--- src/hw/rtl/hrfs_pkg.sv ---
// Shared types, codes and helpers of the hopping receiver frame-sync sequencer.
package hrfs_pkg;

  localparam int unsigned CfgIdxW  = 3;
  localparam int unsigned CfgDataW = 20;

  localparam logic [CfgIdxW-1:0] CFG_BOUND_ID_LO    = 3'd0;
  localparam logic [CfgIdxW-1:0] CFG_BOUND_ID_HI    = 3'd1;
  localparam logic [CfgIdxW-1:0] CFG_SYNC_TIMEOUT   = 3'd2;
  localparam logic [CfgIdxW-1:0] CFG_MAX_MISSING    = 3'd3;
  localparam logic [CfgIdxW-1:0] CFG_TELEM_DELAY    = 3'd4;
  localparam logic [CfgIdxW-1:0] CFG_POWER_THRESH   = 3'd5;

  localparam logic [19:0] SYNC_TIMEOUT_RST  = 20'd9000;
  localparam logic [7:0]  MAX_MISSING_RST   = 8'd50;
  localparam logic [13:0] TELEM_DELAY_RST   = 14'd1500;
  localparam logic [7:0]  POWER_THRESH_RST  = 8'd110;

  localparam logic [6:0] FRAME_BYTES    = 7'd20;
  localparam logic [7:0] FRAME_LEN_CODE = 8'h11;
  localparam logic [7:0] SLOT_WRAP      = 8'd188;
  localparam logic [7:0] ANT_SWITCH_MIN = 8'd2;
  localparam logic [7:0] MISS_MAX       = 8'd255;
  localparam logic [1:0] TELEM_SLOT     = 2'd2;

  localparam logic [2:0] PWR_STRONG = 3'd5;
  localparam logic [2:0] PWR_WEAK   = 3'd6;
  localparam logic [2:0] PWR_NONE   = 3'd0;

  typedef enum logic [2:0] {
    PH_STARTING  = 3'd0,
    PH_UPDATE    = 3'd1,
    PH_DATA      = 3'd2,
    PH_TELEMETRY = 3'd3,
    PH_RESUME    = 3'd4
  } phase_e;

  typedef enum logic [1:0] {
    TM_50X = 2'd0,
    TM_1X  = 2'd1,
    TM_10X = 2'd2
  } tmode_e;

  typedef enum logic [2:0] {
    ACT_NONE      = 3'd0,
    ACT_START_RX  = 3'd1,
    ACT_RESTART   = 3'd2,
    ACT_HOP_RX    = 3'd3,
    ACT_HOP_ONLY  = 3'd4,
    ACT_TELEMETRY = 3'd5
  } action_e;

  typedef struct packed {
    logic [31:0] now_us;
    logic [6:0]  fifo_bytes;
    logic [7:0]  frame_length;
    logic [7:0]  frame_id_lo;
    logic [7:0]  frame_id_hi;
    logic [7:0]  frame_counter;
    logic        crc_ok;
    logic        radio_idle;
    logic [7:0]  link_rssi;
  } in_item_t;

  typedef struct packed {
    logic [2:0] radio_action;
    logic [2:0] tx_power_level;
    logic       flush_overflows;
    logic       read_frame;
    logic       frame_accepted;
    logic       counter_resync;
    logic       frame_lost;
    logic       switch_antenna;
    logic       failsafe_set;
  } out_item_t;

  typedef struct packed {
    logic [31:0] now_us;
    logic        fifo_ok;
    logic        frame_ok;
    logic        telem_slot;
    logic [7:0]  frame_counter;
    logic        radio_idle;
    logic [7:0]  link_rssi;
  } cmd_t;

  typedef struct packed {
    logic [19:0] sync_timeout_us;
    logic [7:0]  max_missing_frames;
    logic [13:0] telemetry_delay_us;
    logic [7:0]  power_rssi_threshold;
  } back_cfg_t;

  function automatic logic [7:0] bump_idx(logic [7:0] v);
    return (v >= SLOT_WRAP) ? SLOT_WRAP : v + 8'd1;
  endfunction

endpackage

--- src/hw/rtl/hrfs_front.sv ---
// Front end: accepts polls and classifies the frame header independent of link state.
module hrfs_front import hrfs_pkg::*; (
  input  logic     in_valid_i,
  output logic     in_stall_o,
  input  in_item_t in_data_i,
  input  logic [7:0] bound_id_lo_i,
  input  logic [7:0] bound_id_hi_i,
  input  logic     q_full_i,
  output logic     push_o,
  output cmd_t     cmd_o
);

  assign in_stall_o = q_full_i;
  assign push_o     = in_valid_i && !q_full_i;

  always_comb begin
    cmd_o.now_us        = in_data_i.now_us;
    cmd_o.fifo_ok       = in_data_i.fifo_bytes >= FRAME_BYTES;
    cmd_o.frame_ok      = (in_data_i.frame_length == FRAME_LEN_CODE) && in_data_i.crc_ok &&
                          (in_data_i.frame_id_lo == bound_id_lo_i) &&
                          (in_data_i.frame_id_hi == bound_id_hi_i);
    cmd_o.telem_slot    = in_data_i.frame_counter[1:0] == TELEM_SLOT;
    cmd_o.frame_counter = in_data_i.frame_counter;
    cmd_o.radio_idle    = in_data_i.radio_idle;
    cmd_o.link_rssi     = in_data_i.link_rssi;
  end

endmodule

--- src/hw/rtl/hrfs_queue.sv ---
// Two-entry queue of classified polls between the front and back ends.
module hrfs_queue import hrfs_pkg::*; (
  input  logic clk_i,
  input  logic rst_ni,
  input  logic push_i,
  input  cmd_t push_data_i,
  input  logic pop_i,
  output cmd_t pop_data_o,
  output logic full_o,
  output logic empty_o
);

  cmd_t       mem_q [2];
  logic       wr_ptr_q;
  logic       wr_ptr_d;
  logic       rd_ptr_q;
  logic       rd_ptr_d;
  logic [1:0] count_q;
  logic [1:0] count_d;

  assign full_o     = count_q == 2'd2;
  assign empty_o    = count_q == 2'd0;
  assign pop_data_o = mem_q[rd_ptr_q];

  always_comb begin
    wr_ptr_d = push_i ? !wr_ptr_q : wr_ptr_q;
    rd_ptr_d = pop_i ? !rd_ptr_q : rd_ptr_q;
    count_d  = count_q + {1'b0, push_i} - {1'b0, pop_i};
  end

  always_ff @(posedge clk_i or negedge rst_ni) begin
    if (!rst_ni) begin
      wr_ptr_q <= 1'b0;
      rd_ptr_q <= 1'b0;
      count_q  <= 2'd0;
    end else begin
      wr_ptr_q <= wr_ptr_d;
      rd_ptr_q <= rd_ptr_d;
      count_q  <= count_d;
    end
  end

  always_ff @(posedge clk_i) begin
    if (push_i) begin
      mem_q[wr_ptr_q] <= push_data_i;
    end
  end

endmodule

--- src/hw/rtl/hrfs_back.sv ---
// Back end: link state machine, timeout checks and the registered result stage.
module hrfs_back import hrfs_pkg::*; (
  input  logic      clk_i,
  input  logic      rst_ni,
  input  back_cfg_t cfg_i,
  input  logic      q_empty_i,
  input  cmd_t      cmd_i,
  output logic      pop_o,
  output logic      out_valid_o,
  input  logic      out_stall_i,
  output out_item_t out_data_o
);

  phase_e      ph_q;
  phase_e      ph_d;
  logic [31:0] last_q;
  logic [31:0] last_d;
  logic [7:0]  idx_q;
  logic [7:0]  idx_d;
  logic [7:0]  miss_q;
  logic [7:0]  miss_d;
  tmode_e      tm_q;
  tmode_e      tm_d;
  logic [7:0]  held_q;
  logic [7:0]  held_d;
  logic        out_valid_q;
  out_item_t   out_data_q;
  out_item_t   res;

  logic [25:0] lim50_q;
  logic [23:0] lim10_q;
  logic [31:0] delta_base;
  logic [31:0] lt_w;
  logic [31:0] delta_w;
  logic [7:0]  e0_w;
  logic [7:0]  e1_w;
  logic [7:0]  miss_w;
  tmode_e      tm_w;
  logic [25:0] lim_w;
  logic        acc_w;
  logic        resync_w;

  assign pop_o       = !q_empty_i && (!out_valid_q || !out_stall_i);
  assign out_valid_o = out_valid_q;
  assign out_data_o  = out_data_q;
  assign delta_base  = cmd_i.now_us - last_q;

  // Scaled timeouts, 50x and 10x the sync timeout, registered from the configuration.
  always_ff @(posedge clk_i or negedge rst_ni) begin
    if (!rst_ni) begin
      lim50_q <= 26'd450000;
      lim10_q <= 24'd90000;
    end else begin
      lim50_q <= {1'b0, cfg_i.sync_timeout_us, 5'd0} + {2'b0, cfg_i.sync_timeout_us, 4'd0} +
                 {5'b0, cfg_i.sync_timeout_us, 1'b0};
      lim10_q <= {1'b0, cfg_i.sync_timeout_us, 3'd0} + {3'b0, cfg_i.sync_timeout_us, 1'b0};
    end
  end

  always_comb begin
    ph_d     = ph_q;
    last_d   = last_q;
    idx_d    = idx_q;
    miss_d   = miss_q;
    tm_d     = tm_q;
    held_d   = held_q;
    res      = '0;
    lt_w     = last_q;
    delta_w  = '0;
    e0_w     = idx_q;
    e1_w     = idx_q;
    miss_w   = miss_q;
    tm_w     = tm_q;
    lim_w    = '0;
    acc_w    = 1'b0;
    resync_w = 1'b0;
    unique case (ph_q)
      PH_RESUME: begin
        if (cmd_i.radio_idle) begin
          res.flush_overflows = 1'b1;
          res.radio_action    = ACT_RESTART;
        end
        if (delta_base > {12'd0, cfg_i.sync_timeout_us}) begin
          idx_d = bump_idx(idx_q);
          ph_d  = PH_UPDATE;
        end
      end
      PH_TELEMETRY: begin
        if (delta_base >= {18'd0, cfg_i.telemetry_delay_us}) begin
          res.radio_action   = ACT_TELEMETRY;
          res.tx_power_level = (held_q > cfg_i.power_rssi_threshold) ? PWR_STRONG : PWR_WEAK;
          ph_d               = PH_RESUME;
        end
      end
      PH_UPDATE, PH_DATA: begin
        ph_d = PH_DATA;
        if (ph_q == PH_UPDATE) begin
          lt_w = cmd_i.now_us;
        end
        acc_w          = cmd_i.fifo_ok && cmd_i.frame_ok;
        res.read_frame = cmd_i.fifo_ok;
        if (acc_w) begin
          e0_w     = (idx_q >= SLOT_WRAP) ? 8'd0 : idx_q;
          resync_w = cmd_i.frame_counter != e0_w;
          e1_w     = bump_idx(resync_w ? cmd_i.frame_counter : e0_w);
          lt_w     = cmd_i.now_us;
          tm_w     = TM_1X;
          miss_w   = 8'd0;
          res.frame_accepted = 1'b1;
          res.counter_resync = resync_w;
          if (cmd_i.telem_slot) begin
            res.radio_action = ACT_HOP_ONLY;
            held_d           = cmd_i.link_rssi;
            ph_d             = PH_TELEMETRY;
          end else begin
            res.radio_action = ACT_HOP_RX;
            ph_d             = PH_UPDATE;
          end
        end
        res.flush_overflows = 1'b1;
        delta_w = cmd_i.now_us - lt_w;
        case (tm_w)
          TM_50X:  lim_w = lim50_q;
          TM_10X:  lim_w = {2'd0, lim10_q};
          default: lim_w = {6'd0, cfg_i.sync_timeout_us};
        endcase
        last_d = lt_w;
        idx_d  = e1_w;
        miss_d = miss_w;
        tm_d   = tm_w;
        if (delta_w >= {6'd0, lim_w}) begin
          res.switch_antenna = miss_w >= ANT_SWITCH_MIN;
          if (miss_w >= cfg_i.max_missing_frames) begin
            tm_d              = TM_10X;
            res.failsafe_set  = 1'b1;
          end
          res.frame_lost   = 1'b1;
          miss_d           = (miss_w < MISS_MAX) ? miss_w + 8'd1 : miss_w;
          res.radio_action = ACT_RESTART;
          idx_d            = bump_idx(e1_w);
          ph_d             = PH_UPDATE;
          last_d           = cmd_i.now_us;
        end
      end
      default: begin
        res.radio_action = ACT_START_RX;
        ph_d             = PH_UPDATE;
      end
    endcase
  end

  always_ff @(posedge clk_i or negedge rst_ni) begin
    if (!rst_ni) begin
      ph_q        <= PH_STARTING;
      last_q      <= '0;
      idx_q       <= '0;
      miss_q      <= '0;
      tm_q        <= TM_50X;
      held_q      <= '0;
      out_valid_q <= 1'b0;
    end else begin
      if (pop_o) begin
        ph_q   <= ph_d;
        last_q <= last_d;
        idx_q  <= idx_d;
        miss_q <= miss_d;
        tm_q   <= tm_d;
        held_q <= held_d;
      end
      if (pop_o) begin
        out_valid_q <= 1'b1;
      end else if (!out_stall_i) begin
        out_valid_q <= 1'b0;
      end
    end
  end

  always_ff @(posedge clk_i) begin
    if (pop_o) begin
      out_data_q <= res;
    end
  end

endmodule

--- src/hw/rtl/hopping_rx_frame_sync_fsm.sv ---
// Top level of the hopping receiver frame-sync sequencer.
//
// One poll enters on the input channel (in_valid_i, in_stall_o, in_data_i) and
// exactly one result leaves on the output channel (out_valid_o, out_stall_i,
// out_data_o). A transfer happens at a rising edge with valid high and stall low.
// Throughput is one poll per cycle while the receiver does not stall; the link
// state is read and updated by a single step of the back-end state machine per
// poll. A two-entry queue separates header classification from the state
// machine, and a result register holds a result while the receiver stalls.
// With the queue full, in_stall_o is raised until the receiver takes results
// again. Registers are written through cfg_we_i, cfg_idx_i and cfg_data_i;
// the user must do so only while the block is idle, and the block itself
// does not enforce it. Indexes beyond the register list are ignored. Reset
// puts the link in the starting phase with the 50x timeout, clears the time,
// index and lost-frame count, and loads the register defaults.
module hopping_rx_frame_sync_fsm import hrfs_pkg::*; (
  input  logic                clk_i,
  input  logic                rst_ni,
  input  logic                in_valid_i,
  output logic                in_stall_o,
  input  in_item_t            in_data_i,
  output logic                out_valid_o,
  input  logic                out_stall_i,
  output out_item_t           out_data_o,
  input  logic                cfg_we_i,
  input  logic [CfgIdxW-1:0]  cfg_idx_i,
  input  logic [CfgDataW-1:0] cfg_data_i
);

  logic [7:0] bound_id_lo_q;
  logic [7:0] bound_id_hi_q;
  back_cfg_t  cfg_q;
  logic       push;
  logic       pop;
  logic       q_full;
  logic       q_empty;
  cmd_t       push_cmd;
  cmd_t       pop_cmd;

  always_ff @(posedge clk_i or negedge rst_ni) begin
    if (!rst_ni) begin
      bound_id_lo_q              <= '0;
      bound_id_hi_q              <= '0;
      cfg_q.sync_timeout_us      <= SYNC_TIMEOUT_RST;
      cfg_q.max_missing_frames   <= MAX_MISSING_RST;
      cfg_q.telemetry_delay_us   <= TELEM_DELAY_RST;
      cfg_q.power_rssi_threshold <= POWER_THRESH_RST;
    end else if (cfg_we_i) begin
      unique case (cfg_idx_i)
        CFG_BOUND_ID_LO:  bound_id_lo_q              <= cfg_data_i[7:0];
        CFG_BOUND_ID_HI:  bound_id_hi_q              <= cfg_data_i[7:0];
        CFG_SYNC_TIMEOUT: cfg_q.sync_timeout_us      <= cfg_data_i;
        CFG_MAX_MISSING:  cfg_q.max_missing_frames   <= cfg_data_i[7:0];
        CFG_TELEM_DELAY:  cfg_q.telemetry_delay_us   <= cfg_data_i[13:0];
        CFG_POWER_THRESH: cfg_q.power_rssi_threshold <= cfg_data_i[7:0];
        default: ;
      endcase
    end
  end

  hrfs_front u_front (
    .in_valid_i    (in_valid_i),
    .in_stall_o    (in_stall_o),
    .in_data_i     (in_data_i),
    .bound_id_lo_i (bound_id_lo_q),
    .bound_id_hi_i (bound_id_hi_q),
    .q_full_i      (q_full),
    .push_o        (push),
    .cmd_o         (push_cmd)
  );

  hrfs_queue u_queue (
    .clk_i       (clk_i),
    .rst_ni      (rst_ni),
    .push_i      (push),
    .push_data_i (push_cmd),
    .pop_i       (pop),
    .pop_data_o  (pop_cmd),
    .full_o      (q_full),
    .empty_o     (q_empty)
  );

  hrfs_back u_back (
    .clk_i       (clk_i),
    .rst_ni      (rst_ni),
    .cfg_i       (cfg_q),
    .q_empty_i   (q_empty),
    .cmd_i       (pop_cmd),
    .pop_o       (pop),
    .out_valid_o (out_valid_o),
    .out_stall_i (out_stall_i),
    .out_data_o  (out_data_o)
  );

endmodule

--- config.mk ---
export PLATFORM = sky130hd
export DESIGN_NAME = hopping_rx_frame_sync_fsm
export DESIGN_NICKNAME = d
export VERILOG_FILES = /design/src/hw/rtl/hrfs_pkg.sv /design/src/hw/rtl/hrfs_front.sv /design/src/hw/rtl/hrfs_queue.sv /design/src/hw/rtl/hrfs_back.sv /design/src/hw/rtl/hopping_rx_frame_sync_fsm.sv
export SDC_FILE = /design/constraint.sdc
export NUM_CORES = 1
export LEC_CHECK = 0
export BUFFER_PORTS_ARGS = -buffer_cell sky130_fd_sc_hd__buf_4
export CORE_MARGIN = 1
export CORE_UTILIZATION = 40
export CTS_CLUSTER_SIZE = 40
export DETAILED_ROUTE_END_ITERATION = 10
export PLACE_DENSITY = 0.62
export SYNTH_ARGS = -nofsm -noshare
export SYNTH_HDL_FRONTEND = slang
export SYNTH_HIERARCHICAL = 1
export SYNTH_SLANG_ARGS = --single-unit
--- constraint.sdc ---
create_clock -name clk_i -period 7.9 [get_ports clk_i]
set_input_delay 0 -clock clk_i [delete_from_list [all_inputs] [get_ports clk_i]]
set_output_delay 0 -clock clk_i [all_outputs]
set_load 0.05 [all_outputs]
* After elaboration in Yosys (flattened, before gate mapping)
Memories as Yosys holds them, arrays and structs flattened.
Cells that the tools add are included.
** Storage, ports and cells
- Flip-flop bits (word level) :: 195
- RAM bits :: 104
- Output and inout port bits :: 15
- Word-level logic and storage cells :: 146
- Memories kept :: 1
** Memory list
- u_queue.mem_q :: depth 2, bits a word 52, rd ports 1, clocked after Yosys merged registers in 0, wr ports 1, RTL line hrfs_queue.sv:13 : cmd_t mem_q [2];
** Cells by class
- $add $sub $neg :: 11
- Magnitude comparators :: 11
- Equality and inequality tests :: 19
- Muxes and demuxes :: 46
- Reductions and logical operators :: 31
** Operators with widths (count)
- 32-bit two-way mux :: 4
- 8-bit two-way mux :: 13
- 32-bit subtractor :: 2
- 26-bit case mux with 2 select lines :: 1
- 8-bit by 1-bit adder with 8-bit output (second input constant) :: 4
- 32-bit by 14-bit >= comparator with 1-bit output :: 1
- 32-bit by 26-bit >= comparator with 1-bit output :: 1
- 32-bit by 20-bit greater-than comparator with 1-bit output :: 1
- 25-bit by 24-bit adder with 26-bit output :: 1
- 26-bit by 21-bit adder with 26-bit output :: 1
- 26-bit two-way mux :: 1
- 23-bit by 21-bit adder with 24-bit output :: 1
- 8-bit >= comparator (second input constant) :: 3
- 3-bit two-way mux :: 8
- 2-bit AND reduction :: 10
- 3-bit case mux with 3 select lines :: 2
- 8-bit == test :: 2
- 2-bit two-way mux :: 8
- 8-bit case mux with 2 select lines :: 1
- 3-bit by 2-bit == test with 1-bit output (second input constant) :: 4
- 3-bit == test (second input constant) :: 3
- 8-bit by 5-bit == test with 1-bit output (second input constant) :: 1
- 8-bit by 2-bit >= comparator with 1-bit output (second input constant) :: 1
- 8-bit >= comparator :: 1
- other kinds (21) :: 43

* Depth between registers and ports, before layout
Gate-level depths: netlist (run 1).
- Depth in word-level cells :: 12
- Depth in mapped cells :: 34

* Cells and area by module
Netlist (run 1), hierarchy kept.
** Modules (own cells, without submodules)
- hrfs_back :: times used 1, cells each 1575, area an instance 13269.0 µm²
- hrfs_queue :: times used 1, cells each 177, area an instance 4200.3 µm²
- hopping_rx_frame_sync_fsm :: times used 1, cells each 144, area an instance 2536.2 µm²
- hrfs_front :: times used 1, cells each 80, area an instance 608.1 µm²

* Worst setup path after synthesis (run 1)
No wires, ideal clock.
- Kind :: reg2reg
- Start point :: register u_queue.rd_ptr_q
- End point :: register u_back.last_q[0]
- Arrival :: 6264 ps
- Slack :: 1511 ps
- Cell stages (with the launch flop) :: 32
- Buffers on the path :: 7
- Period minus slack after synthesis :: 6389 ps
- Cells stage by stage :: dfrtp_1 > buf_6 > buf_12 > mux2_4 > nand2_1 > clkbuf_1 > nand2_1 > clkbuf_1 > buf_1 > a21oi_1 > ha_1 > a21o_1 > a31o_2 > a32oi_1 > o221ai_1 > a21oi_2 > o31ai_1 > xor2_1 > ha_1 > a21o_1 > a21o_1 > a21oi_1 > o2111ai_1 > a211oi_1 > o21ai_0 > a221oi_2 > and4_1 > buf_4 > nand2_4 > o21ai_4 > buf_6 > mux2_4
** RTL lines
- start, declared :: RTL line hrfs_queue.sv:16 : logic rd_ptr_q;
- start signal, assigned :: RTL line hrfs_queue.sv:38 : rd_ptr_q <= rd_ptr_d;
- end signal, assigned :: RTL line hrfs_back.sv:164 : last_q <= last_d;
- end, declared :: RTL line hrfs_back.sv:16 : logic [31:0] last_q;

* Worst setup path in the final report (run 1)
- Start point :: register u_back.ph_q[2]
- End point :: register u_back.last_q[21]
** Between the ends
- Longest elaborated chain between the ends :: 7
- Elaborated cells on any way between the ends :: 10
- Classes of those cells :: 1 x add/sub; 1 x order compare; 2 x eq/ne; 4 x mux; 2 x reduce/logical
** RTL lines
- start, declared :: RTL line hrfs_back.sv:14 : phase_e ph_q;
- start signal, assigned :: RTL line hrfs_back.sv:163 : ph_q <= ph_d;
- 3-bit by 1-bit == test with 1-bit output :: RTL line hrfs_back.sv:77, hrfs_back.sv:97
- 32-bit two-way mux :: RTL line hrfs_back.sv:97 : if (ph_q == PH_UPDATE) begin
- 32-bit two-way mux :: RTL line hrfs_back.sv:102 : if (acc_w) begin
- 32-bit two-way mux :: RTL line hrfs_back.sv:77 : unique case (ph_q)
- 32-bit subtractor :: RTL line hrfs_back.sv:121 : delta_w = cmd_i.now_us - lt_w;
- 32-bit by 26-bit >= comparator with 1-bit output :: RTL line hrfs_back.sv:131 : if (delta_w >= {6'd0, lim_w}) begin
- 32-bit two-way mux :: RTL line hrfs_back.sv:131
Parallel ways exist; a longest one is shown, timed or not. The select of a mux whose other input is x is not followed.
A chain may end at the register's enable or synchronous reset.

==> results of run 1 <==
synth_stat cells (40+ instances only):
| cell | count |
|---|---|
| a21oi_1 | 137 |
| o21ai_0 | 102 |
| dfrtp_1 | 138 |
| ha_1 | 185 |
| a21o_1 | 51 |
| mux2_4 | 77 |
| xnor2_1 | 67 |
| mux2_2 | 73 |
| dfstp_2 | 40 |
| buf_4 | 51 |
| nor2_1 | 127 |
| nand2_1 | 114 |
| edfxtp_1 | 117 |
| nand3_1 | 49 |
| inv_1 | 136 |
| xor2_1 | 40 |
logic make-up after synthesis:
family / after synthesis / synth area share (%)
and+or+nand+nor: 481 / 11.76
AOI/OAI and AO/OA: 458 / 14.12
DFF: 295 / 38.90
buffers and inverters: 245 / 6.131
adders and majority gates: 204 / 13.07
muxes: 185 / 11.36
xor gates and xnor gates: 108 / 4.662
stage by stage:
| step | cells | utilization (%) | instance area (um2) | worst slack [ns] |
|---|---|---|---|---|
| after CTS | 2828 | 47.15 | 23800 | 0.6216 |
| after global placement | 2676 | 43.14 | 21780 | 0.7938 |
| after floorplan | 1976 | - | 20610 | 1.511 |
| final | 2829 | 47.15 | 23800 | 0.6194 |
| after detailed placement | 2676 | 43.14 | 21780 | 0.6695 |
| after global routing | 2828 | 47.15 | 23800 | 0.1780 |
area by class of cell:
cell class / instances / area [um2]
Timing Repair Buffer: 227 / 1956
Clock buffer: 50 / 972.2
Clock inverter: 12 / 141.4
Antenna cell: 1 / 2.502
Inverter: 136 / 510.5
Fill cell: 4603 / 26680
Sequential cell: 295 / 8021
Tap cell: 672 / 840.8
Multi-Input combinational cell: 1436 / 11360
worst max-delay path, delay by kind of cell, from the launching register on:
kind                       cells  cell delay (ns)
AOI/OAI and AO/OA             14             3.10
and+or+nand+nor                4             1.80
adders and majority gates      2             0.68
DFF                            1             0.49
buffers and inverters          2             0.39
muxes                          1             0.37
xor gates and xnor gates       1             0.27
timing repair:
| item | CTS | global route |
|---|---|---|
| endpoints found under the hold margin | 212 | 0 |
| buffers inserted | 0 | 0 |
| hold buffers | 90 | 0 |
| resized for setup | 0 | 0 |
worst paths after layout:
path / end / cells after the start
setup / recovery: u_back/last_q[21] / 24
hold / removal: cfg_q[33] / 2
setup reg to reg: u_back/last_q[21] / 24
hold reg to reg: u_back/out_valid_o / 2
max in group asynchronous: u_queue/rd_ptr_q / 3
min in group clk_i: u_queue/mem_q[0][7] / 2
layer usage:
layer	up-vias	global-route usage [%]	wire length (um)
met4	0	6.438	1265
li1	7431	-	-
met1	7258	25.43	23350
met5	-	0	0
met2	308	32.25	23610
met3	75	3.013	1931
sequential cells by signal, indices dropped and copies added (netlist names), 3 cells and up:
name and flops:
u_back/ph_q 3, u_back/out_data_o 13, u_back/idx_q 8, u_back/lim50_q 25, u_back/last_q 32, u_back/held_q 8, bound_id_hi_q 8, u_back/lim10_q 21
u_queue/mem_q 104, u_back/miss_q 8, bound_id_lo_q 8, cfg_q 50
==> run_results.csv, run 1 <==
group,metric,value,unit
yosys,ys_seq_area_share,38.90,%
yosys,synth_warnings,6,
yosys,postSynthCellCount,1976,
yosys,synth_area,0.02061,mm2
grt,grt_pass1_vias,15370,
setup_path,r2r_slack,0.62,ns
setup_path,crit_chain,"or3b_1 -> nand2_1 -> a21oi_1 -> ha_1 -> inv_1 -> o41ai_1 -> a32oi_1 -> o221ai_1 -> a21oi_2 -> o31ai_1 -> xor2_1 -> ha_1 -> a21o_1 -> a21o_1 -> a21oi_1 -> o2111ai_1 -> a211oi_1 -> o21ai_0 -> a221oi_2 -> and4_1 -> nand2_4 -> o21ai_4 -> buf_12 -> mux2_2",
routing,firstDrtPassIters,5,
routing,drtIter0Drc,886,
sta,setup_viol,0,
yosys,ys_async_sr_fraction,60.34,%
sta,min_period_over_period,92.16,%
cells_and_area,layout_commonest_cell,"ha_1",
die,die-area,0.05245,mm2
yosys,avgSynthCellArea,10.43,um2
yosys,synth_nets,2289,
sta,hold_viol_final,0,
sta,rsz0062_at_grt,"false",
clock_tree,clock_latency,0.56,ns
place,io_buffers,121,
sta,slew_violations,0,
yosys,synth-edff-count,117,
place,gp_congestion,0.9362,
sta,relSlewSlack,29.03,%
routing,ant_nets,0,
sta,period_minus_slack,7.281,ns
setup_path,crit_path_max_incr_delay,0.61,ns
die,io_pins,124,
sta,fmax,137.4,MHz
routing,dr_total_vias,15070,
grt,grt_max_degree,71,
grt,grt_pass1_wl,81310,um
sta,hold_ws,0.04110,ns
clock_tree,path_clk_slew,0.06,ns
setup_path,start_kind,"flip-flop",
setup_path,r2r-start,"u_back/ph_q[2]",
yosys,ys.flop_type,"dfrtp_1",
routing,drc,0,
grt,grt.overflow.total,0,
setup_path,cp_slowest_cell,"or3b_1",
grt,grtUsageTotal,19.31,%
setup_path,end_kind,"flip-flop",
clock_tree,htree_levels,2,
setup_path,required,8.33,ns
clock_tree,cts_sinks,295,
die,die_x,229.0,um
setup_path,cp_max_fo,32,
die,die_y,229.0,um
yosys,ys_types,88,
hold_path,hold_class,"in -> async",
clock_tree,cts_inserted_buffers,34,
yosys,synthTopCellsByArea,"edfxtp_1 17%, dfrtp_1 17%, ha_1 11%",
routing,totalWireLength,50150,um
die,initial_core_util,40.84,%
setup_path,crit_start,"u_back/ph_q[2]",
place,hpwl,37040,um
cells_and_area,nNetsFinal,2443,
flow_run,cap_viol_max_count,0,
routing,via_per_inst,5.328,
status,run_status,"complete, no violations",
sta,tns,0,ns
die,fp-row-count,82,
setup_path,critical_path_class,"reg -> reg",
yosys,yosysTopAreaCellShare,17.04,%
sta,worst_pin_slew,1.061,ns
grt,antenna_found_initial,0,
sta,finalClockSkew,0.02726,ns
cells_and_area,final_cell_mix,"185 x ha_1, 137 x dfrtp_1, 137 x a21oi_1",
cells_and_area,layout-drive-gt1-share,19.06,%
die,core-area,0.05048,mm2
clock_tree,ctsRootBufferMaster,"clkbuf_16",
yosys,synth_top_cell_by_area,"edfxtp_1",
cells_and_area,area_growth,15.47,%
yosys,synth_seq_cells,295,
clock_tree,cts_tree,"yes",
setup_path,cp.arrival,7.71,ns
routing,wl_per_cell,17.73,um
clock_tree,cts_buffer_depth,3,
Power of run 1 is not shown: default switching activity piles up to over one toggle a cycle in this logic, so the estimate is an artifact.
==> run 2: changes to the inputs <==
--- a/config.mk
+++ b/config.mk
@@ -7,10 +7,11 @@
 export LEC_CHECK = 0
 export BUFFER_PORTS_ARGS = -buffer_cell sky130_fd_sc_hd__buf_4
 export CORE_MARGIN = 1
-export CORE_UTILIZATION = 40
+export CORE_UTILIZATION = 55
+export CTS_BUF_LIST = sky130_fd_sc_hd__clkbuf_4
 export CTS_CLUSTER_SIZE = 40
 export DETAILED_ROUTE_END_ITERATION = 10
-export PLACE_DENSITY = 0.62
+export PLACE_DENSITY = 0.79
 export SYNTH_ARGS = -nofsm -noshare
 export SYNTH_HDL_FRONTEND = slang
 export SYNTH_HIERARCHICAL = 1
==> run 2 against run 1 <==
Net effect: count of clock-buffer cells in the layout rose by 78; fmax is 1.5% higher; cell count down 1.8%; non-clock buffer count is 61 higher; cell area grew 1.6%; flip-flop and latch count unchanged; critical path depth is the same; die area fell by 27%; utilization up 19 points; routed wire length is 3.0% higher; global-route usage is 8.1 points higher; critical path type unchanged; critical endpoint unchanged.
==> run_results.csv, run 2 (synthesized netlist as in run 1, its figures left out) <==
group,metric,value,unit
die,fp-row-count,70,
die,initial_core_util,56.04,%
cells_and_area,nFillCells,2803,
routing,firstDrtPassIters,5,
clock_tree,htree_levels,3,
setup_path,required,8.52,ns
clock_tree,cts_setup_buffers,0,
sta,tns,0,ns
die,core-area,0.03679,mm2
sta,fmax,139.4,MHz
routing,via_per_inst,5.857,
place,io_buffers,121,
routing,totalWireLength,51660,um
setup_path,cp_max_fo,32,
sta,setup_viol,0,
sta,rsz0062_at_grt,"false",
clock_tree,path_clk_slew,0.08,ns
sta,setup_slack,0.7251,ns
setup_path,cp.arrival,7.80,ns
cells_and_area,top_regs,"u_queue/mem_q: 104 flops, cfg_q: 50 flops, u_back/last_q: 32 flops",
cells_and_area,final_cell_mix,"185 x ha_1, 152 x dlygate4sd3_1, 137 x dfrtp_1, 137 x a21oi_1, 136 x inv_1",
hold_path,hold_class,"in -> reg",
clock_tree,clock_latency,0.79,ns
cells_and_area,layout_commonest_cell,"ha_1",
sta,finalClockSkew,0.07036,ns
cells_and_area,fin_util,65.77,%
sta,relSlewSlack,26.63,%
place,hpwl,35680,um
setup_path,critical_path_class,"reg -> reg",
grt,grt_pass1_vias,16600,
setup_path,crit_path_max_incr_delay,0.60,ns
clock_tree,ctsResizeCount,0,
cells_and_area,area_growth,17.37,%
grt,grtUsageTotal,27.43,%
cells_and_area,multi_input_area,0.01136,mm2
grt,grt.overflow.total,0,
status,run_status,"complete, no violations",
clock_tree,cts_tree,"yes",
grt,grt_pass1_wl,84060,um
clock_tree,cts_sinks,295,
cells_and_area,design_area,0.02419,mm2
clock_tree,ctsHoldBuffers,153,
place,placed_area,0.02152,mm2
routing,dr_total_vias,16260,
setup_path,cp_num_buf_inv,2,
routing,drc,0,
die,die_x,195.6,um
routing,wl_per_cell,18.60,um
clock_tree,cts_inserted_buffers,83,
clock_tree,cts_buffer_depth,3,
sta,worst_pin_slew,1.099,ns
cells_and_area,top_register,"u_queue/mem_q",
place,gp_congestion,0.9682,
setup_path,start_kind,"flip-flop",
setup_path,path_delay_family,"compound AO/OA/AOI/OAI gates",
grt,grt_max_degree,83,
clock_tree,ctsRootBufferMaster,"clkbuf_4",
place,dpl_worst_slack,0.8502,ns
routing,ant_nets,0,
grt,antenna_found_initial,1,
sta,period_minus_slack,7.175,ns
sta,slew_violations,0,
cells_and_area,nNetsFinal,2553,
die,die_y,195.6,um
routing,drtIter0Drc,1104,
setup_path,crit_chain,"or3b_1 -> nand2_1 -> a21oi_1 -> ha_1 -> inv_1 -> o41ai_1 -> a32oi_1 -> o221ai_1 -> a21oi_2 -> o31ai_1 -> xor2_1 -> ha_1 -> a21o_1 -> a21o_1 -> a21oi_1 -> o2111ai_1 -> a211oi_1 -> o21ai_0 -> a221oi_2 -> and4_1 -> nand2_4 -> o21ai_4 -> buf_12 -> mux2_2",
sta,hold_viol_final,0,
setup_path,cp_slowest_cell,"or3b_1",
setup_path,end_kind,"flip-flop",
die,die-area,0.03826,mm2
die,io_pins,124,
cells_and_area,largest_reg_flops,104,
cells_and_area,layout-drive-gt1-share,21.45,%
cells_and_area,regArea,0.008021,mm2
sta,min_period_over_period,90.82,%
flow_run,cap_viol_max_count,0,
## run 2: cell count changes in the layout (fill, tap and decap cells not counted), sizes merged
cell         previous run  this run
dlygate4sd3            89       152
inv                   138       137
clkbuf                 50       128
buf                   138       136
clkinv                  6        20
## run 2: worst register-to-register path, stage by stage, from the launching register on
cell,delay [ns]
dfrtp_1,0.49
or3b_1,0.60
nand2_1,0.49
a21oi_1,0.14
ha_1,0.39
inv_1,0.11
o41ai_1,0.37
a32oi_1,0.13
o221ai_1,0.33
a21oi_2,0.17
o31ai_1,0.45
xor2_1,0.23
ha_1,0.28
a21o_1,0.16
a21o_1,0.16
a21oi_1,0.18
o2111ai_1,0.15
a211oi_1,0.21
o21ai_0,0.21
a221oi_2,0.25
and4_1,0.44
nand2_4,0.23
o21ai_4,0.21
buf_12,0.29
mux2_2,0.40
## run 2: worst paths after layout
| kind | from | to | slack (ns) | cells past startpoint |
|---|---|---|---|---|
| min in group asynchronous | rst_ni | cfg_q[1] | 0.43 | 3 |
| max in group asynchronous | rst_ni | u_back/last_q[29] | 6.33 | 4 |
| worst max register to register | u_back/ph_q[2] | u_back/last_q[21] | 0.73 | 24 |
| worst min-delay path | in_data_i[44] | u_queue/mem_q[1][19] | 0.08 | 4 |
| worst min register to register | u_queue/count_q[0] | u_back/out_valid_o | 0.50 | 2 |
| worst max-delay path | u_back/ph_q[2] | u_back/last_q[21] | 0.73 | 24 |
## run 2: final cells by class
cell class / count / share of cell area, %
clock buffer: 128 / 3.972
inverter: 136 / 2.110
antenna: 1 / 0.01034
clock inverter: 25 / 0.6775
multi-input combinational: 1436 / 46.95
timing repair buffer: 288 / 10.71
sequential: 295 / 33.15
tap: 468 / 2.420
## run 2: routing by layer
layer / wire, um / track usage [%] / part of all wire, %
met5: 0 / 0 / 0
met4: 1118 / 9.770 / 2.2
met3: 2653 / 4.421 / 5.1
met2: 24750 / 45.44 / 48
met1: 23140 / 36.39 / 45
## run 2: per-stage QoR
stage | hold WS (ns) | instances
after floorplan | -0.2956 | 1976
after global placement | 0.1701 | 2470
after detailed placement | 0.1865 | 2470
after CTS | 0.001831 | 2776
after global routing | 0.06834 | 2777
final | 0.08371 | 2777
Power of run 2 is left out for the same reason.
==> run 3: changes to the inputs <==
--- a/config.mk
+++ b/config.mk
@@ -11,6 +11,7 @@
 export CTS_BUF_LIST = sky130_fd_sc_hd__clkbuf_4
 export CTS_CLUSTER_SIZE = 40
 export DETAILED_ROUTE_END_ITERATION = 10
+export MAX_ROUTING_LAYER = met4
 export PLACE_DENSITY = 0.79
 export SYNTH_ARGS = -nofsm -noshare
 export SYNTH_HDL_FRONTEND = slang
==> run 3 against run 2 <==
Net effect: via count rose by 0.17%; fmax fell by 1.7%; register-to-register slack got worse by 0.12 ns; critical path type unchanged; largest cell class unchanged; highest routed layer unchanged.
==> run_results.csv, run 3 (synthesized netlist as in run 1, its figures left out) <==
group,metric,value,unit
setup_path,cp.arrival,7.94,ns
cells_and_area,regArea,0.008021,mm2
setup_path,end_kind,"flip-flop",
routing,route.met2.wl,24620,um
clock_tree,path_clk_slew,0.07,ns
grt,grt_pass1_wl,84810,um
die,initial_core_util,56.04,%
place,gp_congestion,0.9742,
grt,antenna_found_initial,1,
grt,grt_pass1_vias,16470,
setup_path,crit_path_max_incr_delay,0.60,ns
die,die_x,195.6,um
cells_and_area,top_regs,"u_queue/mem_q: 104 flops, cfg_q: 50 flops, u_back/last_q: 32 flops",
setup_path,crit_chain,"or3b_1 -> nand2_1 -> a21oi_1 -> ha_1 -> inv_1 -> o41ai_1 -> a32oi_1 -> o221ai_1 -> a21oi_2 -> o31ai_1 -> xor2_1 -> ha_1 -> a21o_1 -> a21o_1 -> a21oi_1 -> o2111ai_1 -> a211oi_1 -> o21ai_0 -> a221oi_2 -> and4_1 -> nand2_4 -> o21ai_4 -> buf_12 -> mux2_2",
setup_path,r2r.worst_path.cells,24,
clock_tree,ctsRootBufferMaster,"clkbuf_4",
die,die-area,0.03826,mm2
clock_tree,cts_inserted_buffers,80,
routing,dr_total_vias,16290,
routing,ant_nets,0,
status,run_status,"complete, no violations",
routing,top_layer,"met4",
clock_tree,cts_setup_buffers,0,
cells_and_area,nFillCells,2817,
routing,totalWireLength,52120,um
die,die_y,195.6,um
setup_path,r2r_slack,0.60,ns
sta,hold_viol_final,0,
routing,wl_met3,3006,um
setup_path,timing.rr.end,"u_back/last_q[20]",
sta,period_minus_slack,7.297,ns
sta,fmax,137.0,MHz
place,hpwl,35720,um
sta,worst_pin_slew,1.232,ns
clock_tree,ctsResizeCount,0,
hold_path,hold_class,"in -> reg",
clock_tree,cts_sinks,295,
cells_and_area,largest_reg_flops,104,
routing,firstDrtPassIters,5,
clock_tree,clock_latency,0.80,ns
setup_path,critical_path_class,"reg -> reg",
flow_run,cap_viol_max_count,0,
clock_tree,htree_levels,3,
cells_and_area,nNetsFinal,2556,
grt,grtUsageTotal,28.71,%
sta,relSlewSlack,17.72,%
die,core-area,0.03679,mm2
sta,min_period_over_period,92.36,%
cells_and_area,area_growth,17.25,%
hold_path,hold_depth,3,
setup_path,cp_slowest_cell,"or3b_1",
routing,wl_per_cell,18.76,um
clock_tree,cts_buffer_depth,3,
hold_path,min_to,"cfg_q[11]",
setup_path,cp_max_fo,32,
hold_path,hold_start,"cfg_data_i[3]",
grt,grt_max_degree,57,
cells_and_area,final_cell_mix,"185 x ha_1, 156 x dlygate4sd3_1, 137 x dfrtp_1, 137 x a21oi_1, 136 x inv_1",
clock_tree,cts_tree,"yes",
setup_path,start_kind,"flip-flop",
die,io_pins,124,
routing,drtIter0Drc,1262,
cells_and_area,top_register,"u_queue/mem_q",
sta,rsz0062_at_grt,"false",
die,fp-row-count,70,
cells_and_area,fin_util,65.70,%
sta,finalClockSkew,0.08421,ns
sta,tns,0,ns
routing,drt-met1-wl,23200,um
routing,via_per_inst,5.865,
routing,drc,0,
place,dpl_worst_slack,0.7555,ns
cells_and_area,multi_input_area,0.01136,mm2
cells_and_area,layout_commonest_cell,"ha_1",
sta,slew_violations,0,
sta,setup_viol,0,
sta,setup_slack,0.6033,ns
setup_path,r2r-start,"u_back/ph_q[2]",
setup_path,required,8.54,ns
grt,grt.overflow.total,0,
place,io_buffers,121,
cells_and_area,layout-drive-gt1-share,21.18,%
-- run 3: changes by cell type in the layout (fill, tap and decap cells not counted), sizes merged --
cell | previous run | this run
clkbuf | 128 | 117
buf | 136 | 138
inv | 137 | 139
dlygate4sd3 | 152 | 156
clkinv | 20 | 25
bufinv | 2 | 1
-- run 3: worst max-delay path by stage --
| stage | start | cells past startpoint | end | slack (ns) |
|---|---|---|---|---|
| floorplan | u_queue/rd_ptr_q | 31 | u_back/last_q[0] | 1.51 |
| global placement | u_back/ph_q[2] | 24 | u_back/last_q[20] | 0.98 |
| detailed placement | u_back/ph_q[2] | 24 | u_back/last_q[21] | 0.76 |
| CTS | u_back/ph_q[2] | 24 | u_back/last_q[20] | 0.71 |
| global route | u_back/ph_q[2] | 24 | u_back/last_q[21] | 0.16 |
| finish | u_back/ph_q[2] | 24 | u_back/last_q[20] | 0.60 |
-- run 3: through the flow --
step	cells	area [um2]	hold WS (ns)
global route	2778	24170	0.04759
global placement	2472	21530	0.06621
floorplan	1976	20610	-0.2956
CTS	2777	24170	0.01056
finish	2778	24170	0.07432
detailed placement	2472	21530	0.08230
-- run 3: what timing repair did --
item / CTS / global route
setup endpoints to repair: 0 / 0
endpoints found under the hold margin: 308 / 0
hold buffers: 157 / 0
-- run 3: critical path, delay by kind of cell, from the launching register on --
family,cells,cell delay (ns)
xor+xnor,1,0.25
buf+inv,2,0.39
mux,1,0.37
fa+ha+maj,2,0.67
simple gates,4,1.77
flops,1,0.49
compound gates,14,3.19
-- run 3: per-layer routing --
metal / GRT usage [%] / vias up
met4: 10.56 / 0
met1: 37.40 / 7887
met2: 45.63 / 598
met5: - / -
li1: - / 7703
met3: 4.076 / 104
-- run 3: area by class of cell --
type                       instances  share of cell area (%)
antenna                            1                 0.01035
clock buffer                     117                   3.634
clock inverter                    31                  0.6885
inverter                         136                   2.112
multi-input combinational       1436                   46.99
sequential                       295                   33.19
tap                              468                   2.423
timing repair buffer             294                   10.95
Power of run 3 is left out for the same reason.
